`config.mk`:
```
export PLATFORM = sky130hd
export DESIGN_NAME = dvr_ctrl
export DESIGN_NICKNAME = d
export VERILOG_FILES = /design/src/rtl/core/dvr_pkg.sv /design/src/rtl/core/dvr_ctrl.sv
export SDC_FILE = /design/constraint.sdc
export NUM_CORES = 1
export LEC_CHECK = 0
export BUFFER_PORTS_ARGS = -buffer_cell sky130_fd_sc_hd__buf_2
export CAP_MARGIN = 20
export CORE_MARGIN = 3
export CORE_UTILIZATION = 30
export DETAILED_ROUTE_END_ITERATION = 16
export GPL_TIMING_DRIVEN = 0
export PLACE_DENSITY_LB_ADDON = 0.2
export SYNTH_ARGS = -nofsm -noshare
export SYNTH_HDL_FRONTEND = slang
export SYNTH_SLANG_ARGS = --single-unit
```
`constraint.sdc`:
```
create_clock -name clk -period 4.85 [get_ports clk]
set_input_delay 0.2425 -clock clk [delete_from_list [all_inputs] [get_ports clk]]
set_output_delay 0.2425 -clock clk [all_outputs]
set_load 0.005 [all_outputs]
```
`src/rtl/core/dvr_pkg.sv`:
```
// Shared types and constants of the disc reveal visibility map.
package dvr_pkg;

  localparam logic [1:0] OP_TICK   = 2'd0;
  localparam logic [1:0] OP_REVEAL = 2'd1;
  localparam logic [1:0] OP_QUERY  = 2'd2;

  localparam logic [1:0] REG_GRID_W = 2'd0;
  localparam logic [1:0] REG_GRID_H = 2'd1;
  localparam logic [1:0] REG_ALPHA  = 2'd2;
  localparam logic [1:0] REG_FADE   = 2'd3;

  localparam int CFG_DW = 16;
  localparam logic [12:0] COUNT_MAX = 13'd8191;
  localparam logic [7:0]  ALPHA_RST = 8'd255;
  localparam logic [15:0] FADE_RST  = 16'd1000;

  typedef struct packed {
    logic [1:0]  op;
    logic [7:0]  x_coord;
    logic [7:0]  y_coord;
    logic [6:0]  radius;
    logic [15:0] delta_time;
  } in_t;

  typedef struct packed {
    logic        revealed_flag;
    logic [7:0]  alpha;
    logic [12:0] revealed_total;
  } out_t;

  typedef struct packed {
    logic load;
    logic clr;
    logic tick;
    logic setup;
    logic scan;
    logic qev;
    logic qmul;
    logic div;
    logic emit;
  } cmd_t;

  typedef struct packed {
    logic regrid;
    logic clr_last;
    logic empty;
    logic scan_last;
    logic div_last;
  } sts_t;

endpackage

```
`src/rtl/core/dvr_ctrl.sv`:
```
// Sequencer of the disc reveal visibility map.
module dvr_ctrl (
  input  logic          clk,
  input  logic          rst_n,
  input  logic          start,
  input  logic [1:0]    op,
  input  dvr_pkg::sts_t sts,
  output dvr_pkg::cmd_t cmd,
  output logic          busy
);

  typedef enum logic [10:0] {
    S_IDLE  = 11'b00000000001,
    S_CLEAR = 11'b00000000010,
    S_TICK  = 11'b00000000100,
    S_SETUP = 11'b00000001000,
    S_SCAN  = 11'b00000010000,
    S_DRAIN = 11'b00000100000,
    S_QRD   = 11'b00001000000,
    S_QEV   = 11'b00010000000,
    S_QMUL  = 11'b00100000000,
    S_DIV   = 11'b01000000000,
    S_EMIT  = 11'b10000000000
  } state_t;

  state_t state_r, state_nxt;

  always_comb begin
    state_nxt = state_r;
    cmd       = '0;
    case (state_r)
      S_IDLE: begin
        if (start) begin
          cmd.load = 1'b1;
          case (op)
            dvr_pkg::OP_TICK:   state_nxt = S_TICK;
            dvr_pkg::OP_REVEAL: state_nxt = S_SETUP;
            dvr_pkg::OP_QUERY:  state_nxt = S_QRD;
            default:            state_nxt = S_EMIT;
          endcase
        end
      end
      S_CLEAR: begin
        cmd.clr = 1'b1;
        if (sts.clr_last) state_nxt = S_IDLE;
      end
      S_TICK: begin
        cmd.tick  = 1'b1;
        state_nxt = S_EMIT;
      end
      S_SETUP: begin
        cmd.setup = 1'b1;
        state_nxt = sts.empty ? S_EMIT : S_SCAN;
      end
      S_SCAN: begin
        cmd.scan = 1'b1;
        if (sts.scan_last) state_nxt = S_DRAIN;
      end
      S_DRAIN: state_nxt = S_EMIT;
      S_QRD:   state_nxt = S_QEV;
      S_QEV: begin
        cmd.qev   = 1'b1;
        state_nxt = S_QMUL;
      end
      S_QMUL: begin
        cmd.qmul  = 1'b1;
        state_nxt = S_DIV;
      end
      S_DIV: begin
        cmd.div = 1'b1;
        if (sts.div_last) state_nxt = S_EMIT;
      end
      S_EMIT: begin
        cmd.emit  = 1'b1;
        state_nxt = S_IDLE;
      end
      default: state_nxt = S_IDLE;
    endcase
    // grid resize restarts the sweep
    if (sts.regrid) begin
      state_nxt = S_CLEAR;
      cmd.clr   = 1'b0;
    end
  end

  always_ff @(posedge clk) begin
    if (!rst_n) begin
      state_r <= S_CLEAR;
    end else begin
      state_r <= state_nxt;
    end
  end

  assign busy = (state_r != S_IDLE);

endmodule

```
Yosys cells after proc, flatten, opt, wreduce, memory -nomap -nowiden
Cells that the tools add are included.
{"block": "op_classes", "n_mux": 18, "bitwise_logic": 1, "reduce_logical": 4, "eq_ne": 18}
{"operator": "11-bit case mux with 9 select lines", "count": 1}
{"operator": "11-bit two-way mux", "count": 5}
{"operator": "11-bit case mux with 3 select lines", "count": 1}
{"operator": "11-bit by 1-bit equality test with 1-bit output, second input constant", "count": 1}
{"operator": "11-bit by 10-bit equality test with 1-bit output, second input constant", "count": 1}
{"operator": "11-bit equality test, second input constant", "count": 1}
{"operator": "11-bit by 2-bit equality test with 1-bit output, second input constant", "count": 1}
{"operator": "11-bit by 3-bit equality test with 1-bit output, second input constant", "count": 1}
{"operator": "11-bit by 4-bit equality test with 1-bit output, second input constant", "count": 1}
{"operator": "11-bit by 5-bit equality test with 1-bit output, second input constant", "count": 1}
{"operator": "11-bit by 6-bit equality test with 1-bit output, second input constant", "count": 1}
{"operator": "11-bit by 7-bit equality test with 1-bit output, second input constant", "count": 1}
{"operator": "11-bit by 8-bit equality test with 1-bit output, second input constant", "count": 1}
{"operator": "11-bit by 9-bit equality test with 1-bit output, second input constant", "count": 1}
{"operator": "1-bit two-way mux", "count": 11}
{"operator": "11-bit by 1-bit inequality test with 1-bit output, second input constant", "count": 1}
{"operator": "2-bit inequality test, second input constant", "count": 4}
{"operator": "4-bit AND reduction", "count": 1}
{"operator": "2-bit OR reduction", "count": 2}
{"operator": "2-bit by 1-bit equality test with 1-bit output, second input constant", "count": 1}
{"operator": "2-bit equality test, second input constant", "count": 1}
{"operator": "2-bit zero test", "count": 1}
{"operator": "1-bit NOT", "count": 1}
{"block": "word_totals", "register_bits": 11}

Longest topological paths before layout
Gate-level depths: netlist of the first run.
{"block": "logic_depth", "ltp_word": 4, "mapped_depth": 6, "ltp_nobuf": 5}

Least setup slack after synthesis of the first run
No wires, ideal clock.
{"block": "synth_timing", "path_kind": "register -> register", "start": "register state_r[3]", "end": "register state_r[2]", "setup_time_ns": 0.150, "period_less_slack_ns": 1.869, "path_stages_with_launch": 6, "n_path_buf": 1, "path_slack_ns": 2.981, "required_ns": 4.700, "t_arrival_ns": 1.718, "path_cell_list": "dfxtp_1 -> buf_6 -> or4_4 -> or3_4 -> o32ai_4 -> nor4b_1"}
{"block": "synth_between", "elab_chain_cells": 3}
{"item": "start: declaration", "line": "dvr_ctrl.sv:26", "text": "state_t state_r, state_nxt;"}
{"item": "start signal: assignment", "line": "dvr_ctrl.sv:90", "text": "state_r <= state_nxt;"}
{"item": "11-bit by 3-bit equality test with 1-bit output, or another cell as far along", "line": "dvr_ctrl.sv:31", "text": "case (state_r)"}
{"item": "2-bit OR reduction (no source line) or 2-bit inequality test (tied branches)"}
{"item": "11-bit case mux with 9 select lines or 4-bit AND reduction (tied branches)"}
Parallel ways exist; a longest one is shown, timed or not.
A chain may end at the register's enable or synchronous reset.

Worst setup path in the final report of the first run
{"block": "layout_timing", "start": "register state_r[10]", "end": "register state_r[0]"}
Same word-level chain as after synthesis.

==> impl_summary.txt, run 1 <==
----------------------------------------------------
[Run]
  Maximum capacitance violations ... 0

[Layout]
  Fillers ... 264
  Area growth from synthesis to layout ... 20.1%
  Number of standard cells in the layout, taps in and fillers out ... 146
  Biggest register ... state_r
  Largest register FFs ... 11
  Fraction of final layout cells with drive strength greater than 1 ... 26.3%
  Antenna Diode Count ... 0
  Largest regs ... state_r: 11 flops
  Post-layout net count ... 129

[Placed design]
  Count of buffers from port buffering ... 19
  Detail Placement HPWL ... 1570 um
  Global placer's final weighted congestion ... 0.780
  Worst-case setup slack after placement ... 2690 ps
  DP Cell Count ... between 100 and 150

[STA]
  Final hold violations ... 0
  Fin crit period ... 2210 ps
  Transition at the pin with the smallest max-transition slack ... 866 ps
  Highest achievable clock rate ... 0.452 GHz
  Number of pins exceeding their max-slew limit in the final report ... 0
  Final clock skew ... between 6 and 7 ps
  Setup violators final ... 0
  Worst hold-check slack ... about 180 ps
  RSZ-0062 raised after global routing ... no
  Aggregate negative setup slack ... 0 ps
  Final Cycle Share ... 45.6%
  Least setup slack across all paths after layout ... approximately 2600 ps
  Worst relative slew slack ... 41.7%

[Pwr]
  Reported leakage power ... 0.000374 uW
  Worst IR Drop VDD ... 0.105 mV
  Power density over the cells ... 192 nW/um2

[Detailed routing]
  Total length of routed wires ... 2040 um
  Antenna Nets Post-Route ... 0
  Detail-routed via count per cell ... 5.50
  Vias after detailed routing ... 803
  WL/cell ... 14.0 um
  Length of the first detailed-routing pass in iterations ... 6
  Detailed-route DRC error count ... 0
  Starting DRC count in detailed routing ... 15

[Worst setup path]
  Critical path fanouts, max ... 8
  Data required time of the worst path ... approximately 5000 ps
  CP Capture Type ... flip-flop
  Startpoint class of the critical path ... flip-flop
  Data arrival time of the critical path ... 2340 ps
  Category of the critical setup timing path ... reg2reg

[Global route]
  Number of global-route vias before repair ... 762
  Maximum number of pins on one net before global-route repair ... 11
  GRT Overall Usage ... 13.3%
  Final global-route overflow total ... 0
  Number of antenna violations at the first check in global routing ... 0
  Wire length of the first global-routing pass ... around 3500 um

[Clocking]
  Maximum root-to-sink buffer count ... 2
  Clock buffer count from CTS ... 3
  Root Buffer ... clkbuf_4
  Clk Latency, worst-skew pair ... ~270 ps
  CTS clk-pin slew, worst paths ... 80 ps
  Setup fix buffers added after clock tree synthesis ... 0
  Number of hold-repair buffers added at the cts stage ... 0
  CTS tree ... yes
  Count of H-tree levels built during CTS ... 1
  Post-cts repair resize count ... 0
  Number of sinks driven by the clock tree ... 11

[Floorplanning]
  Vert. Die Dim ... approximately 57 um
  Initial Util ... about a third
  Standard cell core area ... approximately 2300 um2
  Total Die Area ... approximately 3200 um2
  Die width ... about 57 um
  Io pins ... 20
  Total number of placement rows ... 17

[Yosys]
  Dominant cells by area after synthesis ... dfxtp_1 (28%), nor2_1 (5.8%), nand2b_1 (4.8%)
  Top-area cell type share of the netlist area ... 28.3%
  Leading register cell type out of synthesis ... dfxtp_1
  Cell type with the highest aggregate area in the netlist ... dfxtp_1
  Most frequent cell after synthesis ... nor2_1
  Number of storage elements in the synthesis netlist ... 11
  Synth Net Count ... between 100 and 150
  Synth warnings ... 0
  Share of flip-flops with an asynchronous set or reset ... 0%
  Count of mapped cells out of synthesis ... between 90 and 100
  EDFF count, synth ... 0
  Portion of the post-synthesis area used by sequential elements ... 28.3%
  Syn Area/Cell ... 8.19 um2
  Netlist Area Pre-Place ... 778 um2
  Post-synth top cells ... nor2_1 (12), dfxtp_1 (11), nand2_1 (6), nand2b_1 (6), nor4_1 (6)
  Number of distinct library cells after synthesis ... 35

[Hold path]
  Tightest Hold Check Type ... in2reg

[Outcome]
  Status ... finished, final reports clean

----------------------------------------------------
==> cells by family after synthesis <==
| kind of cell | after synthesis | share of synthesized area [%] |
|---|---|---|
| AOI/OAI and AO/OA | 15 | 17.0 |
| DFF | 11 | 28.3 |
| xor gates and xnor gates | 2 | 2.25 |
| buffers and inverters | 7 | 4.34 |
| and+or+nand+nor | 60 | 48.1 |
==> critical path, cell delays in order (launching register included) <==
cell and delay (ps):
dfxtp_1 380, nor3_1 440, nand2_1 270, o41ai_2 820, o31ai_1 170
==> path summary, 6_finish.rpt <==
| kind | start | endpoint | slack, ps | depth (start not counted) |
|---|---|---|---|---|
| max reg2reg | state_r[10] | state_r[0] | 2640 | 4 |
| max | state_r[10] | state_r[0] | 2640 | 4 |
| min | sts[3] | state_r[1] | 180 | 2 |
| min reg2reg | state_r[6] | state_r[7] | 580 | 2 |
==> report_power, final <==
group	switching, uW	internal, uW
Combinational	12.0	10.1
Sequential	1.78	91.3
Clock	32.2	31.8
==> per-layer routing <==
metal / up-vias / wire length (um) / part of all wire (%) / global-route usage (%)
met5: - / 0 / 0 / 0
met4: 0 / 27 / 1.3 / 5.30
met3: 4 / 78 / 3.8 / 2.94
met2: 19 / 898 / 44 / 20.1
met1: 370 / 1040 / 51 / 18.4
li1: 410 / - / - / -
==> metrics by stage <==
step | area [um2] | util (%) | total power (uW)
after floorplan | 778 | - | 108
after global placement | 908 | 38.8 | 117
after detailed placement | 908 | 38.8 | 117
after CTS | 935 | 39.9 | 180
after global routing | 935 | 39.9 | 188
final | 935 | 39.9 | 179
==> layout by cell type (no fill, tap or decap), types with 4 or more instances in the layout <==
master,n
buf_2,19
nor2_1,12
dfxtp_1,11
nor4_1,6
nand2_1,6
nand2b_1,6
nor3_1,5
inv_1,5
o21ai_0,5
nor2b_1,4
==> cell type report <==
| class | instances | area [um2] | share of cell area [%] |
|---|---|---|---|
| timing repair buffer | 19 | 95.1 | 10.2 |
| clock buffer | 4 | 26.3 | 2.81 |
| buffer | 2 | 15.0 | 1.61 |
| inverter | 5 | 18.8 | 2.01 |
| multi-input combinational | 77 | 524 | 56.1 |
| sequential | 11 | 220 | 23.6 |
| tap | 28 | 35.0 | 3.75 |
No activity file was read; power rests on OpenSTA's default activity.
==> run 2: changes to the inputs <==
==> constraint.sdc (replaced) <==
create_clock -name clk -period 2.2 [get_ports clk]
set_input_delay 0.11 -clock clk [delete_from_list [all_inputs] [get_ports clk]]
set_output_delay 0.11 -clock clk [all_outputs]
set_load 0.005 [all_outputs]
==> impl_summary.txt, run 2 (synthesized netlist as in run 1, its figures left out) <==
----------------------------------------------------
[Worst setup path]
  Worst stage delay on the critical path ... 600 ps (-220 ps)
  Data arrival time of the critical path ... 1980 ps (-360 ps)
  CP Capture Type ... output pin
  Category of the critical setup timing path ... reg2out
  CP cell instances ... or4_4, or4_4, inv_1, buf_2
  Library cell appearing most often on the critical path ... or4_4
  Critical path fanouts, max ... 8 (unchanged)
  Startpoint class of the critical path ... flip-flop
  Data required time of the worst path ... 2090 ps (-2890 ps)
  Slowest cell on the critical path ... or4_4

[STA]
  Final clock skew ... 5.22 ps (-0.864 ps)
  Final hold violations ... 0 (unchanged)
  Setup violators final ... 0 (unchanged)
  Aggregate negative setup slack ... 0 ps (unchanged)
  Worst relative slew slack ... 60.5% (+19 points)
  RSZ-0062 raised after global routing ... no
  Number of pins exceeding their max-slew limit in the final report ... 0 (unchanged)
  Final Cycle Share ... between 90 and 100%
  Transition at the pin with the smallest max-transition slack ... 588 ps (-278 ps)
  Highest achievable clock rate ... approximately 0.48 GHz
  Fin crit period ... 2090 ps

[Placed design]
  Global placer's final weighted congestion ... 0.780 (unchanged)
  Detail Placement HPWL ... 1570 um (unchanged)
  Count of buffers from port buffering ... 19 (unchanged)

[Clocking]
  Clock buffer count from CTS ... 3 (unchanged)
  CTS tree ... yes
  Count of H-tree levels built during CTS ... 1 (unchanged)
  Clk Latency, worst-skew pair ... 260 ps (about the same)
  CTS clk-pin slew, worst paths ... 80 ps (about the same)
  Maximum root-to-sink buffer count ... 2 (unchanged)
  Root Buffer ... clkbuf_4
  Number of sinks driven by the clock tree ... 11 (unchanged)

[Pwr]
  Reported leakage power ... 0.000386 uW (+3.3%)
  Final Total Pwr ... 400 uW (+120%)
  Power density over the cells ... 414 nW/um2 (+120%)
  Worst IR Drop VDD ... 0.232 mV (+120%)

[Detailed routing]
  Length of the first detailed-routing pass in iterations ... 3 (-3)
  Antenna Nets Post-Route ... 0 (unchanged)
  Starting DRC count in detailed routing ... 19 (+4)
  Vias after detailed routing ... 813 (+1.2%)
  WL/cell ... 14.5 um (+4.1%)
  Detail-routed via count per cell ... 5.49 (-0.12%)
  Detailed-route DRC error count ... 0 (unchanged)
  Total length of routed wires ... 2150 um (+5.5%)

[Layout]
  Biggest register ... state_r
  Most common cell after layout, fill and taps aside ... buf_2
  Fillers ... 261 (-1.1%)
  Largest register FFs ... 11 (unchanged)
  Fraction of final layout cells with drive strength greater than 1 ... 28.3% (+2.1 points)
  Largest regs ... state_r: 11 flops
  Antenna Diode Count ... 0 (unchanged)
  Most frequent cells in the layout ... buf_2 (19), nor2_1 (12), dfxtp_1 (11)
  Area growth from synthesis to layout ... 24.1%
  Post-layout net count ... 131 (+1.6%)

[Hold path]
  Tightest Hold Check Type ... in2reg

[Floorplanning]
  Initial Util ... 33.3% (unchanged)
  Total Die Area ... 3240 um2 (unchanged)
  Standard cell core area ... 2340 um2 (unchanged)
  Total number of placement rows ... 17 (unchanged)
  Io pins ... 20 (unchanged)
  Vert. Die Dim ... 56.9 um (unchanged)
  Die width ... 56.9 um (unchanged)

[Run]
  Maximum capacitance violations ... 0 (unchanged)

[Global route]
  Maximum number of pins on one net before global-route repair ... 11 (unchanged)
  Final global-route overflow total ... 0 (unchanged)
  Number of antenna violations at the first check in global routing ... 0 (unchanged)
  GRT Overall Usage ... 13.3% (unchanged)
  Wire length of the first global-routing pass ... 3480 um (unchanged)
  Number of global-route vias before repair ... 762 (unchanged)

[Outcome]
  Status ... finished, final reports clean

----------------------------------------------------
## run 2: cell types whose count changed in the layout (fill, tap and decap cells not counted)
cell     before  now
buf_4         0    2
o41ai_2       1    0
o41ai_4       0    1
nor3_2        0    1
nor3_1        5    4
## run 2: routing by layer
layer	track usage (%)	part of all wire (%)	vias up
met2	20.1	45	13
li1	-	-	413
met3	2.94	3.1	4
met4	5.30	1.2	0
met5	0	0	-
met1	18.4	50	383
## run 2: critical path: cells and delay by family (launching register included)
| kind | cells | cell delay [ps] |
|---|---|---|
| DFF | 1 | 390 |
| buffers and inverters | 2 | 160 |
| and+or+nand+nor | 2 | 1160 |
## run 2: final timing paths
path,startpoint,endpoint,slack (ps),depth (start not counted)
max,state_r[4],cmd[1],110,4
max reg2reg,state_r[4],state_r[6],150,4
min reg2reg,state_r[6],state_r[7],580,2
min,sts[3],state_r[1],50,2
## run 2: power breakdown
part / switching, uW / internal, uW
Clock: 70.1 / 70.0
Sequential: 4.02 / 201
Combinational: 28.8 / 25.5
Total: 103 / 297
## run 2: cell type report
class | instances | area, um2 | share of cell area [%]
repair buffers | 21 | 110 | 11.4
clock buffers | 4 | 26.3 | 2.72
plain buffers | 2 | 15.0 | 1.55
multi-input cells | 77 | 541 | 56.0
inverters | 5 | 18.8 | 1.94
well taps | 28 | 35.0 | 3.63
flip-flops and latches | 11 | 220 | 22.8
## run 2: per-stage QoR
stage               cells  util (%)  setup slack (ps)  cell area, um2  hold WS, ps
floorplan              95         -               331             778          222
global placement      142      38.8              25.8             908          323
detailed placement    142      38.8              43.8             908          328
CTS                   146      39.9              27.9             935         42.9
global route          148      41.3              44.9             966         41.5
finish                148      41.3               113             966         47.3
## run 2: what timing repair did
action	in CTS	in global routing
endpoints found under the setup margin	0	8
hold buffers	0	0
buffers inserted	0	2
gates resized for setup	0	2
